==> config.mk <==
export PLATFORM = sky130hd
export DESIGN_NAME = charge_roi_zero_suppressor
export DESIGN_NICKNAME = d
export VERILOG_FILES = /design/src/design/czs_pkg.sv /design/src/design/czs_scale.sv /design/src/design/czs_region.sv /design/src/design/czs_outq.sv /design/src/design/charge_roi_zero_suppressor.sv
export SDC_FILE = /design/constraint.sdc
export NUM_CORES = 2
export LEC_CHECK = 0
export BUFFER_PORTS_ARGS = -buffer_cell sky130_fd_sc_hd__buf_2
export CORE_MARGIN = 2
export CORE_UTILIZATION = 63
export DETAILED_ROUTE_END_ITERATION = 16
export PLACE_DENSITY = 0.82
export SETUP_SLACK_MARGIN = 0.02
export SLEW_MARGIN = 20
export SYNTH_ARGS = -nofsm -noshare
export SYNTH_HDL_FRONTEND = slang
export SYNTH_HIERARCHICAL = 1
export SYNTH_SLANG_ARGS = --single-unit
==> constraint.sdc <==
create_clock -name clk -period 13.6 [get_ports clk]
set_input_delay 2.04 -clock clk [delete_from_list [all_inputs] [get_ports clk]]
set_output_delay 2.04 -clock clk [all_outputs]
set_load 0.05 [all_outputs]
==> src/design/czs_pkg.sv <==
// Shared types and constants for the charge region zero suppressor.
// Used by every module of the block; depends on nothing.
package czs_pkg;

  // Frame length in ticks; ticks at or beyond it do not touch region state.
  localparam int unsigned MAX_TICKS   = 4096;
  localparam int unsigned TICK_CMP_W  = 17;
  // Zero ticks kept inside a region before it closes.
  localparam logic [1:0]  GAP_LIMIT   = 2'd3;
  localparam logic [14:0] SAMPLE_MAX  = 15'h7FFF;
  localparam logic [39:0] ROUND_HALF  = 40'h0000008000;
  localparam logic [15:0] INV_GAIN_RST = 16'd818;
  // Result slots one input beat can produce.
  localparam int unsigned MAX_RESULTS = 5;
  localparam int unsigned CNT_W       = 3;
  // Configuration port.
  localparam int unsigned CFG_AW      = 3;
  localparam int unsigned CFG_DW      = 32;
  localparam logic        REG_INV_GAIN = 1'b0;

  // Input beat.
  typedef struct packed {
    logic [15:0] channel_id;
    logic [11:0] tick;
    logic [23:0] charge_electrons;
    logic        last_tick;
  } in_beat_t;

  // Result beat.
  typedef struct packed {
    logic [15:0] channel_id_out;
    logic [11:0] region_start;
    logic [11:0] sample_offset;
    logic [14:0] sample_value;
    logic        region_end;
  } out_beat_t;

  // Beat after scaling, handed from the scaler to the region tracker.
  typedef struct packed {
    logic [15:0] channel_id;
    logic [11:0] tick;
    logic [14:0] value;
    logic        charged;
    logic        last_tick;
  } scaled_t;

  // All results of one input beat, in order, with their count.
  typedef struct packed {
    logic [CNT_W-1:0]                  count;
    out_beat_t [MAX_RESULTS-1:0]       items;
  } burst_t;

endpackage

==> src/design/czs_scale.sv <==
// Input register and gain scaling stage: multiply, round half up, saturate.
// Depends on czs_pkg.
module czs_scale (
  input  logic              clk,
  input  logic              rst_n,
  input  logic [15:0]       inv_gain,
  input  logic              in_valid,
  output logic              in_ready,
  input  czs_pkg::in_beat_t in_data,
  output logic              s_valid,
  input  logic              s_ready,
  output czs_pkg::scaled_t  s_data
);
  import czs_pkg::*;

  logic        s1_valid_r;
  in_beat_t    s1_data_r;
  logic        s2_valid_r;
  scaled_t     s2_data_r;
  logic        s1_move;
  logic [39:0] prod;
  logic [39:0] rounded;
  scaled_t     s2_nxt;

  // Each stage takes a new beat when it is empty or its beat moves on.
  assign s1_move  = s1_valid_r && (!s2_valid_r || s_ready);
  assign in_ready = !s1_valid_r || s1_move;

  // Exact Q24.16 product, then round half up and saturate to 15 bits.
  always_comb begin
    prod    = 40'(s1_data_r.charge_electrons) * 40'(inv_gain);
    rounded = (prod + ROUND_HALF) >> 16;
    s2_nxt.channel_id = s1_data_r.channel_id;
    s2_nxt.tick       = s1_data_r.tick;
    s2_nxt.value      = (rounded > 40'(SAMPLE_MAX)) ? SAMPLE_MAX : rounded[14:0];
    s2_nxt.charged    = (prod != 40'd0);
    s2_nxt.last_tick  = s1_data_r.last_tick;
  end

  // Valid flags.
  always_ff @(posedge clk) begin
    if (!rst_n) begin
      s1_valid_r <= 1'b0;
      s2_valid_r <= 1'b0;
    end else begin
      if (in_ready) begin
        s1_valid_r <= in_valid;
      end
      if (!s2_valid_r || s_ready) begin
        s2_valid_r <= s1_valid_r;
      end
    end
  end

  // Payload registers.
  always_ff @(posedge clk) begin
    if (in_ready && in_valid) begin
      s1_data_r <= in_data;
    end
    if (s1_move) begin
      s2_data_r <= s2_nxt;
    end
  end

  assign s_valid = s2_valid_r;
  assign s_data  = s2_data_r;

endmodule

==> src/design/czs_region.sv <==
// Region tracker: opens, extends and closes regions and builds the result burst.
// Depends on czs_pkg.
module czs_region (
  input  logic             clk,
  input  logic             rst_n,
  input  logic             s_valid,
  output logic             s_ready,
  input  czs_pkg::scaled_t s_data,
  output logic             b_valid,
  input  logic             b_ready,
  output czs_pkg::burst_t  b_data
);
  import czs_pkg::*;

  logic        open_r,  open_nxt;
  logic [11:0] start_r, start_nxt;
  logic [12:0] len_r,   len_nxt;
  logic [1:0]  gap_r,   gap_nxt;
  logic [15:0] chan_r,  chan_nxt;
  logic        take;

  function automatic out_beat_t mk_res(input logic [15:0] ch, input logic [11:0] st,
                                       input logic [11:0] off, input logic [14:0] val,
                                       input logic fin);
    out_beat_t r;
    r.channel_id_out = ch;
    r.region_start   = st;
    r.sample_offset  = off;
    r.sample_value   = val;
    r.region_end     = fin;
    return r;
  endfunction

  assign s_ready = b_ready;
  assign b_valid = s_valid;
  assign take    = s_valid && b_ready;

  // Walk the beat against the region state and list its results in order.
  always_comb begin
    logic [CNT_W-1:0] n;
    logic             in_frame;
    logic [11:0]      off;
    n         = '0;
    off       = '0;
    b_data    = '0;
    open_nxt  = open_r;
    start_nxt = start_r;
    len_nxt   = len_r;
    gap_nxt   = gap_r;
    chan_nxt  = chan_r;
    in_frame  = (TICK_CMP_W'(s_data.tick) < TICK_CMP_W'(MAX_TICKS));

    // A new channel closes the old channel's region first.
    if (s_data.channel_id != chan_r) begin
      if (open_r) begin
        b_data.items[n] = mk_res(chan_r, start_r, 12'd0, 15'd0, 1'b1);
        n = n + 1'b1;
      end
      open_nxt = 1'b0;
      len_nxt  = '0;
      gap_nxt  = '0;
      chan_nxt = s_data.channel_id;
    end

    if (in_frame) begin
      if (s_data.charged) begin
        if (!open_nxt) begin
          open_nxt  = 1'b1;
          start_nxt = s_data.tick;
          len_nxt   = '0;
        end else begin
          // Held gap ticks go out as zero samples ahead of the new one.
          for (int k = 0; k < 3; k++) begin
            if (2'(k) < gap_nxt) begin
              off = len_nxt[12] ? 12'hFFF : len_nxt[11:0];
              b_data.items[n] = mk_res(chan_nxt, start_nxt, off, 15'd0, 1'b0);
              n = n + 1'b1;
              if (!len_nxt[12]) begin
                len_nxt = len_nxt + 1'b1;
              end
            end
          end
        end
        off = len_nxt[12] ? 12'hFFF : len_nxt[11:0];
        b_data.items[n] = mk_res(chan_nxt, start_nxt, off, s_data.value, 1'b0);
        n = n + 1'b1;
        if (!len_nxt[12]) begin
          len_nxt = len_nxt + 1'b1;
        end
        gap_nxt = '0;
      end else if (gap_nxt == GAP_LIMIT) begin
        if (open_nxt) begin
          b_data.items[n] = mk_res(chan_nxt, start_nxt, 12'd0, 15'd0, 1'b1);
          n = n + 1'b1;
        end
        open_nxt = 1'b0;
        len_nxt  = '0;
        gap_nxt  = '0;
      end else begin
        gap_nxt = gap_nxt + 1'b1;
      end
    end

    // The last tick of a channel flushes whatever is open.
    if (s_data.last_tick) begin
      if (open_nxt) begin
        b_data.items[n] = mk_res(chan_nxt, start_nxt, 12'd0, 15'd0, 1'b1);
        n = n + 1'b1;
      end
      open_nxt = 1'b0;
      len_nxt  = '0;
      gap_nxt  = '0;
    end

    b_data.count = n;
  end

  // Region state.
  always_ff @(posedge clk) begin
    if (!rst_n) begin
      open_r  <= 1'b0;
      start_r <= '0;
      len_r   <= '0;
      gap_r   <= '0;
      chan_r  <= '0;
    end else if (take) begin
      open_r  <= open_nxt;
      start_r <= start_nxt;
      len_r   <= len_nxt;
      gap_r   <= gap_nxt;
      chan_r  <= chan_nxt;
    end
  end

endmodule

==> src/design/czs_outq.sv <==
// Output queue: holds one burst of results and sends them one beat at a time.
// Depends on czs_pkg.
module czs_outq (
  input  logic               clk,
  input  logic               rst_n,
  input  logic               b_valid,
  output logic               b_ready,
  input  czs_pkg::burst_t    b_data,
  output logic               out_valid,
  input  logic               out_ready,
  output czs_pkg::out_beat_t out_data
);
  import czs_pkg::*;

  out_beat_t        buf_r [MAX_RESULTS];
  logic [CNT_W-1:0] cnt_r;
  logic             pop;
  logic             load;

  assign out_valid = (cnt_r != '0);
  assign out_data  = buf_r[0];
  assign pop       = out_valid && out_ready;
  // A new burst may enter once the queue is empty or its last beat leaves now.
  assign b_ready   = (cnt_r == '0) || ((cnt_r == CNT_W'(1)) && out_ready);
  assign load      = b_valid && b_ready;

  // Fill count.
  always_ff @(posedge clk) begin
    if (!rst_n) begin
      cnt_r <= '0;
    end else if (load) begin
      cnt_r <= b_data.count;
    end else if (pop) begin
      cnt_r <= cnt_r - 1'b1;
    end
  end

  // Entries shift toward the head as beats leave.
  always_ff @(posedge clk) begin
    if (load) begin
      for (int i = 0; i < MAX_RESULTS; i++) begin
        buf_r[i] <= b_data.items[i];
      end
    end else if (pop) begin
      for (int i = 0; i < MAX_RESULTS - 1; i++) begin
        buf_r[i] <= buf_r[i+1];
      end
    end
  end

endmodule

==> src/design/charge_roi_zero_suppressor.sv <==
// Top level of the charge region zero suppressor: gain register, scaler,
// region tracker and output queue. Depends on czs_pkg, czs_scale, czs_region, czs_outq.
//
//   Port group | Handshake           | Payload
//   in_        | in_valid/in_ready   | in_data (czs_pkg::in_beat_t)
//   out_       | out_valid/out_ready | out_data (czs_pkg::out_beat_t)
//   cfg_       | APB, pready high    | inv_gain at byte address 0
//
// A beat is accepted every cycle while out_ready is high and each beat yields at most
// one result. A beat with more results (up to five) holds back the next beat until
// the last of them leaves the single-burst output queue.
// Reset is synchronous and needs no clearing pass; in_ready is high right after it.
// A stalled output backs up through the queue, then the two scaler stages.
module charge_roi_zero_suppressor (
  input  logic                         clk,
  input  logic                         rst_n,
  input  logic                         in_valid,
  output logic                         in_ready,
  input  czs_pkg::in_beat_t            in_data,
  output logic                         out_valid,
  input  logic                         out_ready,
  output czs_pkg::out_beat_t           out_data,
  input  logic                         cfg_psel,
  input  logic                         cfg_penable,
  input  logic                         cfg_pwrite,
  input  logic [czs_pkg::CFG_AW-1:0]   cfg_paddr,
  input  logic [czs_pkg::CFG_DW-1:0]   cfg_pwdata,
  output logic [czs_pkg::CFG_DW-1:0]   cfg_prdata,
  output logic                         cfg_pready
);
  import czs_pkg::*;

  logic [15:0] inv_gain_r;
  logic        s_valid, s_ready;
  scaled_t     s_data;
  logic        b_valid, b_ready;
  burst_t      b_data;
  logic        reg_hit;

  // Configuration register; the word index is the address above the byte bits.
  assign cfg_pready = 1'b1;
  assign reg_hit    = (cfg_paddr[CFG_AW-1:2] == REG_INV_GAIN);
  assign cfg_prdata = reg_hit ? CFG_DW'(inv_gain_r) : '0;

  always_ff @(posedge clk) begin
    if (!rst_n) begin
      inv_gain_r <= INV_GAIN_RST;
    end else if (cfg_psel && cfg_penable && cfg_pwrite && cfg_pready && reg_hit) begin
      inv_gain_r <= cfg_pwdata[15:0];
    end
  end

  czs_scale u_scale (
    .clk      (clk),
    .rst_n    (rst_n),
    .inv_gain (inv_gain_r),
    .in_valid (in_valid),
    .in_ready (in_ready),
    .in_data  (in_data),
    .s_valid  (s_valid),
    .s_ready  (s_ready),
    .s_data   (s_data)
  );

  czs_region u_region (
    .clk     (clk),
    .rst_n   (rst_n),
    .s_valid (s_valid),
    .s_ready (s_ready),
    .s_data  (s_data),
    .b_valid (b_valid),
    .b_ready (b_ready),
    .b_data  (b_data)
  );

  czs_outq u_outq (
    .clk       (clk),
    .rst_n     (rst_n),
    .b_valid   (b_valid),
    .b_ready   (b_ready),
    .b_data    (b_data),
    .out_valid (out_valid),
    .out_ready (out_ready),
    .out_data  (out_data)
  );

endmodule

# After elaboration in Yosys (flattened, before gate mapping)
# Memory sizes are Yosys's and may differ from the RTL's.
# Index checks and enable logic that the tools add are counted.
[classes]
addsub = 12
n_mul = 1
n_lt_le_gt_ge = 14
n_eq_ne = 3
mux = 93
bitwise_logic = 5
n_reduce_logical = 22
[op_table]
columns = ["cell", "n"]
rows = [
  ["$mux 280", 14],
  ["$bwmux 280", 6],
  ["$demux 56 s3", 5],
  ["$mux 56", 11],
  ["$mux 13", 17],
  ["$mux 12", 7],
  ["$add 13x1->13 const B", 4],
  ["$mux 3", 17],
  ["$add 40x16->40 const B", 1],
  ["$mul 24x16->40", 1],
  ["$reduce_bool 40->1", 1],
  ["$mux 16", 2],
  ["$gt 24x15->1 const B", 1],
  ["$lt 3x4->1 const B", 5],
  ["$ne 16x16->1", 1],
  ["$add 3x1->3 const B", 5],
  ["$ge 3x1->1 const B", 5],
  ["$logic_and 1x1->1", 13],
  ["$mux 1", 10],
  ["$mux 2", 4],
  ["$lt 1x2->1 const A", 2],
  ["$or 1x1->1", 4],
  ["$eq 3x1->1 const B", 1],
  ["$logic_not 3->1", 1],
  ["other kinds (9)", 12],
]
[totals]
regBits = 163
ramBits = 280
elab_cells = 169
mem_count = 1
[mem_list]
columns = ["memory", "depth", "width", "read_ports", "rd_clocked_by_memory_dff", "write_ports", "line", "text"]
rows = [
  ["u_outq.buf_r", 5, 56, 5, 0, 5, "czs_outq.sv:15", "out_beat_t buf_r [MAX_RESULTS];"],
]

# Logic depth before layout (Yosys ltp)
[depth]
word_depth = 24
ltp_mapped = 30

# By module
# The synthesis kept the hierarchy.
[modules_own_cells]
columns = ["mod", "n_inst", "cells_each", "area_per_inst_um2"]
rows = [
  ["czs_scale", 1, 1762, 16857.4],
  ["czs_outq", 1, 620, 11798.8],
  ["czs_region", 1, 1354, 8045.2],
  ["charge_roi_zero_suppressor", 1, 106, 932.1],
]

# Worst setup path after synthesis
# No wires, ideal clock.
[synth_path]
path_kind = "input to register"
start = "input out_ready"
end = "memory u_outq/buf_r[0][0] in the netlist's numbering (enable)"
setup_time_ns = 1.759
arrival_ns = 6.090
required_time_ns = 11.841
slack_ns = 5.752
cell_stages = 4
cell_sequence = "buf_2 > a21o_1 > nand2_1 > nand2_1"
[synth_lines]
columns = ["item", "line", "text"]
rows = [
  ["from (decl)", "charge_roi_zero_suppressor.sv:21", "input logic out_ready,"],
  ["to (decl)", "czs_outq.sv:15", ""],
]

# Final worst setup path
[layout_path]
start = "register inv_gain_r[1]"
end = "register u_scale.s2_data_r, in the netlist u_scale/s_data[14], data pin"
[layout_between]
elab_chain_len = 3
[layout_lines]
columns = ["item", "line", "text"]
rows = [
  ["from (decl)", "charge_roi_zero_suppressor.sv:33", "logic [15:0] inv_gain_r;"],
  ["from (signal assigned)", "charge_roi_zero_suppressor.sv:49", "inv_gain_r <= cfg_pwdata[15:0];"],
  ["$mul 24x16->40 *", "czs_scale.sv:31", "prod = 40'(s1_data_r.charge_electrons) * 40'(inv_gain);"],
  ["$add 40x16->40 *", "czs_scale.sv:32", "rounded = (prod + ROUND_HALF) >> 16;"],
  ["$gt 24x15->1", "czs_scale.sv:35", "s2_nxt.value = (rounded > 40'(SAMPLE_MAX)) ? SAMPLE_MAX : rounded[14:0];"],
  ["to (signal assigned)", "czs_scale.sv:61", "s2_data_r <= s2_nxt;"],
  ["to (decl)", "czs_scale.sv:19", "scaled_t s2_data_r;"],
]
# Every way passes the cells marked *; elsewhere a longest branch is shown, timed or not.
# A chain may end at the register's enable or synchronous reset.

==> metrics.md <==
| Metric | Value |
|---|---|
| Outcome | `finished, final reports clean` |
| Slowest cell on crit path | `dfxtp_1` |
| Grt ovf | `0` |
| Root Buffer | `clkbuf_16` |
| Ys Warns | `6` |
| Area of the multi-input gates | `22,100 sq um` |
| Max Slew Vio Count | `0` |
| Flop2flop setup slack | `4.39 ns` |
| FF/Latch Area | `12,700 sq um` |
| Top_reg_cell synth | `edfxtp_1` |
| Cells taking the most area after synthesis | `edfxtp_1, fa_1, nand2_1, and2_1, ha_1` |
| Number of distinct library cells after synthesis | `111` |
| Worst Clk Skew | `0.0405 ns` |
| Synth Area in Adders | `0.207` |
| Worst slew pin tran | `1.17 ns` |
| CP max FO | `26` |
| Critical Path AT | `9.50 ns` |
| Most used cell, CP | `fa_1` |
| Clock sink count | `443` |
| Vias in the first global route | `29.2k` |
| Cells after Synth | `3,842` |
| Syn-to-layout area delta | `6.37%` |
| Final std cells w/o fill | `4,622` |
| Layout cell share with drive strength beyond 1 | `0.126` |
| Post-Route WL | `96.3 mm` |
| Synth top area share | `0.302` |
| Final setup viols | `0` |
| R2R depth | `22` |
| Pin count of the biggest net entering global routing | `84` |
| EDFF count, synth | `378` |
| WP data required | `13.88 ns` |
| Worst stage delay on the critical path | `1.06 ns` |
| Num CTS Buffers | `48` |
| WS Path Type | `reg -> reg` |
| Routed Antenna Nets | `0` |
| Final hold slack | `0.415 ns` |
| Post-synthesis register bit count | `443` |
| Synth area leader | `edfxtp_1` |
| Register area share after synthesis | `0.336` |
| Worst Hold End | `u_scale/s_data[41]` |
| Fraction of synthesized area in multiplexers | `0.0749` |
| DRT iter0 DRCs | `2,958` |
| Setup TNS Final | `0 ns` |
| Initial antenna violation count | `3` |
| Relative slew slack | `0.215` |
| Initial Util | `0.638` |
| Fillers | `4,351` |
| DRC violation count after routing | `0` |
| Worst reg2reg endpoint | `u_scale/s_data[14]` |
| Die Span X | `248 um` |
| Io pins | `186` |
| Netlist Area Pre-Place | `37,600 sq um` |
| Tcrit/Tclk final | `0.678` |
| Placed instance area | `38,300 sq um` |
| Vias/cell | `6.24` |
| Via count | `28.8k` |
| Inst Count DP | `4,531` |
| Hold Fails Final Rpt | `0` |
| Compound-Gate Fraction of Synth Area | `0.100` |
| Hold path cells | `0` |
| CP Cell Sequence | `nand2_1 > fa_1 > fa_1 > fa_1 > inv_1 > fa_1 > fa_1 > inv_1 > fa_1 > inv_1 > ha_1 > a21oi_1 > o21ai_1 > a21oi_1 > o21ai_0 > nor3_1 > and3_1 > and3b_1 > nand4_1 > or3_1 > a32oi_2 > nand3_1` |
| Die Height | `248 um` |
| Simple-Gate Fraction of Synth Area | `0.182` |
| # Post-CTS Setup Buffers | `0` |
| Worst Setup Start Kind | `register` |
| CTS Hold Buffers Added | `0` |
| Max frequency | `109 MHz` |
| Fin crit period | `9.21 ns` |
| Core area | `59,000 sq um` |
| Gpl congestion | `0.944` |
| First-pass GRT wire length | `154 mm` |
| Gr usage total | `0.310` |
| Drt first pass iters | `7` |
| Post-CTS sizing | `0` |
| Leakage Power | `16.6 nW` |
| Cell Rows | `89` |
| Final WS setup | `4.39 ns` |
| H-Tree Depth | `2` |
| Max-cap violations | `0` |
| Max IR drop VDD | `0.230 mV` |
| Worst hold start | `u_scale/s1_data_r[49]` |
| Wire length per cell | `20.8 um` |
| CTS Buffer Depth | `3` |
| HP Class | `reg -> reg` |
| Worst R2R Start | `inv_gain_r[1]` |
| Ys async rst share | `0` |
| Post-Synth XOR/XNOR Area | `0.0205` |
| Pwr dens | `217 nW/um^2` |
| Worst slack, placed | `4.61 ns` |
| CTS tree | `done` |
| Crit end category | `register` |
| RSZ-0062 raised after global routing | `false` |
| Finished Cell Area | `40,000 sq um` |
| NumNets Final | `4,342` |
| Largest family of logic cells by synthesized area | `adder cells` |
| Die area | `61,700 sq um` |
| CTS clk-pin slew, worst paths | `0.07 ns` |
| DP Wirelength | `66.5 mm` |
| Avg Cell Area, Syn | `9.80 sq um` |
| Worst-skew pair later-pin latency | `0.63 ns` |
| I/O Buffers | `150` |
-- placed cells by master, fill, tap and decap left out, types with 42 or more instances in the layout --
cell type	instances
clkbuf_16	49
o21ai_0	85
nand2_1	493
xnor2_1	49
edfxtp_1	378
dfxtp_1	62
nor2_1	239
ha_1	132
and2_1	272
fa_1	307
mux2_2	124
inv_1	382
buf_2	150
mux2_1	106
nor3_1	46
nand3_1	83
buf_4	42
a21oi_1	165
-- through the flow --
step                utilization  power, mW
floorplan                     -       6.23
global placement          0.648       7.04
detailed placement        0.648       7.14
CTS                       0.678       8.62
global route              0.678       9.26
finish                    0.678       8.67
-- report_power, final --
group / total (mW) / internal, mW / switching [mW]
combinational: 4.99 / 1.78 / 3.21
clock: 1.43 / 0.835 / 0.597
sequential: 2.25 / 2.08 / 0.176
-- layout make-up --
class | instances | area share
clock buffer | 56 | 0.0325
multi-input combinational | 2736 | 0.553
inverter | 387 | 0.0363
antenna | 1 | 0.0000625
timing repair buffer | 192 | 0.0266
clock inverter | 34 | 0.0115
sequential | 443 | 0.316
tap | 773 | 0.0242
-- per-layer routing --
layer / up-vias / GRT usage / wire length (um)
li1: 12900 / - / -
met1: 14100 / 0.389 / 36100
met2: 1503 / 0.529 / 47500
met3: 347 / 0.0458 / 8190
met4: 0 / 0.150 / 4540
met5: - / 0 / 0
-- flip-flops by register name (all words and copies together) (netlist names), 2 cells and up --
name               cells
u_scale/s_data        45
u_region/chan_r       16
u_outq/buf_r         280
u_outq/cnt_r           3
inv_gain_r            16
u_region/gap_r         2
u_region/len_r        13
u_region/start_r      12
u_scale/s1_data_r     53
-- cell usage after synthesis, types with 49 or more instances --
cell	number
a21oi_1	166
mux2_2	124
and2_1	273
o21ai_0	87
mux2_1	106
clkbuf_1	164
inv_1	383
ha_1	132
buf_4	97
fa_1	307
xnor2_1	49
edfxtp_1	378
nor2_1	241
nand2_1	494
nand3_1	83
dfxtp_1	65
-- cell families (layout without fill, tap and decap cells) --
family	after synthesis	after routing
compound gates	559	559
xor+xnor	85	85
fa+ha+maj	440	440
buf+inv	678	669
flops	443	443
mux	253	253
other cells	2	18
simple gates	1382	1382
-- worst max-delay path, delay by kind of cell, from the launching register on --
family                     cells  cell delay, ns
DFF                            1            1.06
buffers and inverters          3            0.17
adders and majority gates      7            3.52
AOI/OAI and AO/OA              5            1.95
and+or+nand+nor                7            2.17
-- worst max-delay path by stage --
stage	from	endpoint	slack, ns	cells after the start
final	inv_gain_r[1]	u_scale/s_data[14]	4.39	22
after global routing	inv_gain_r[1]	u_scale/s_data[14]	3.91	22
after CTS	inv_gain_r[2]	u_scale/s_data[9]	4.56	22
after detailed placement	inv_gain_r[2]	u_scale/s_data[14]	4.61	22
after global placement	inv_gain_r[2]	u_scale/s_data[9]	4.71	22
after floorplan	out_ready	u_outq/buf_r[0][0]	5.75	4
(Power assumes the default switching activity.)
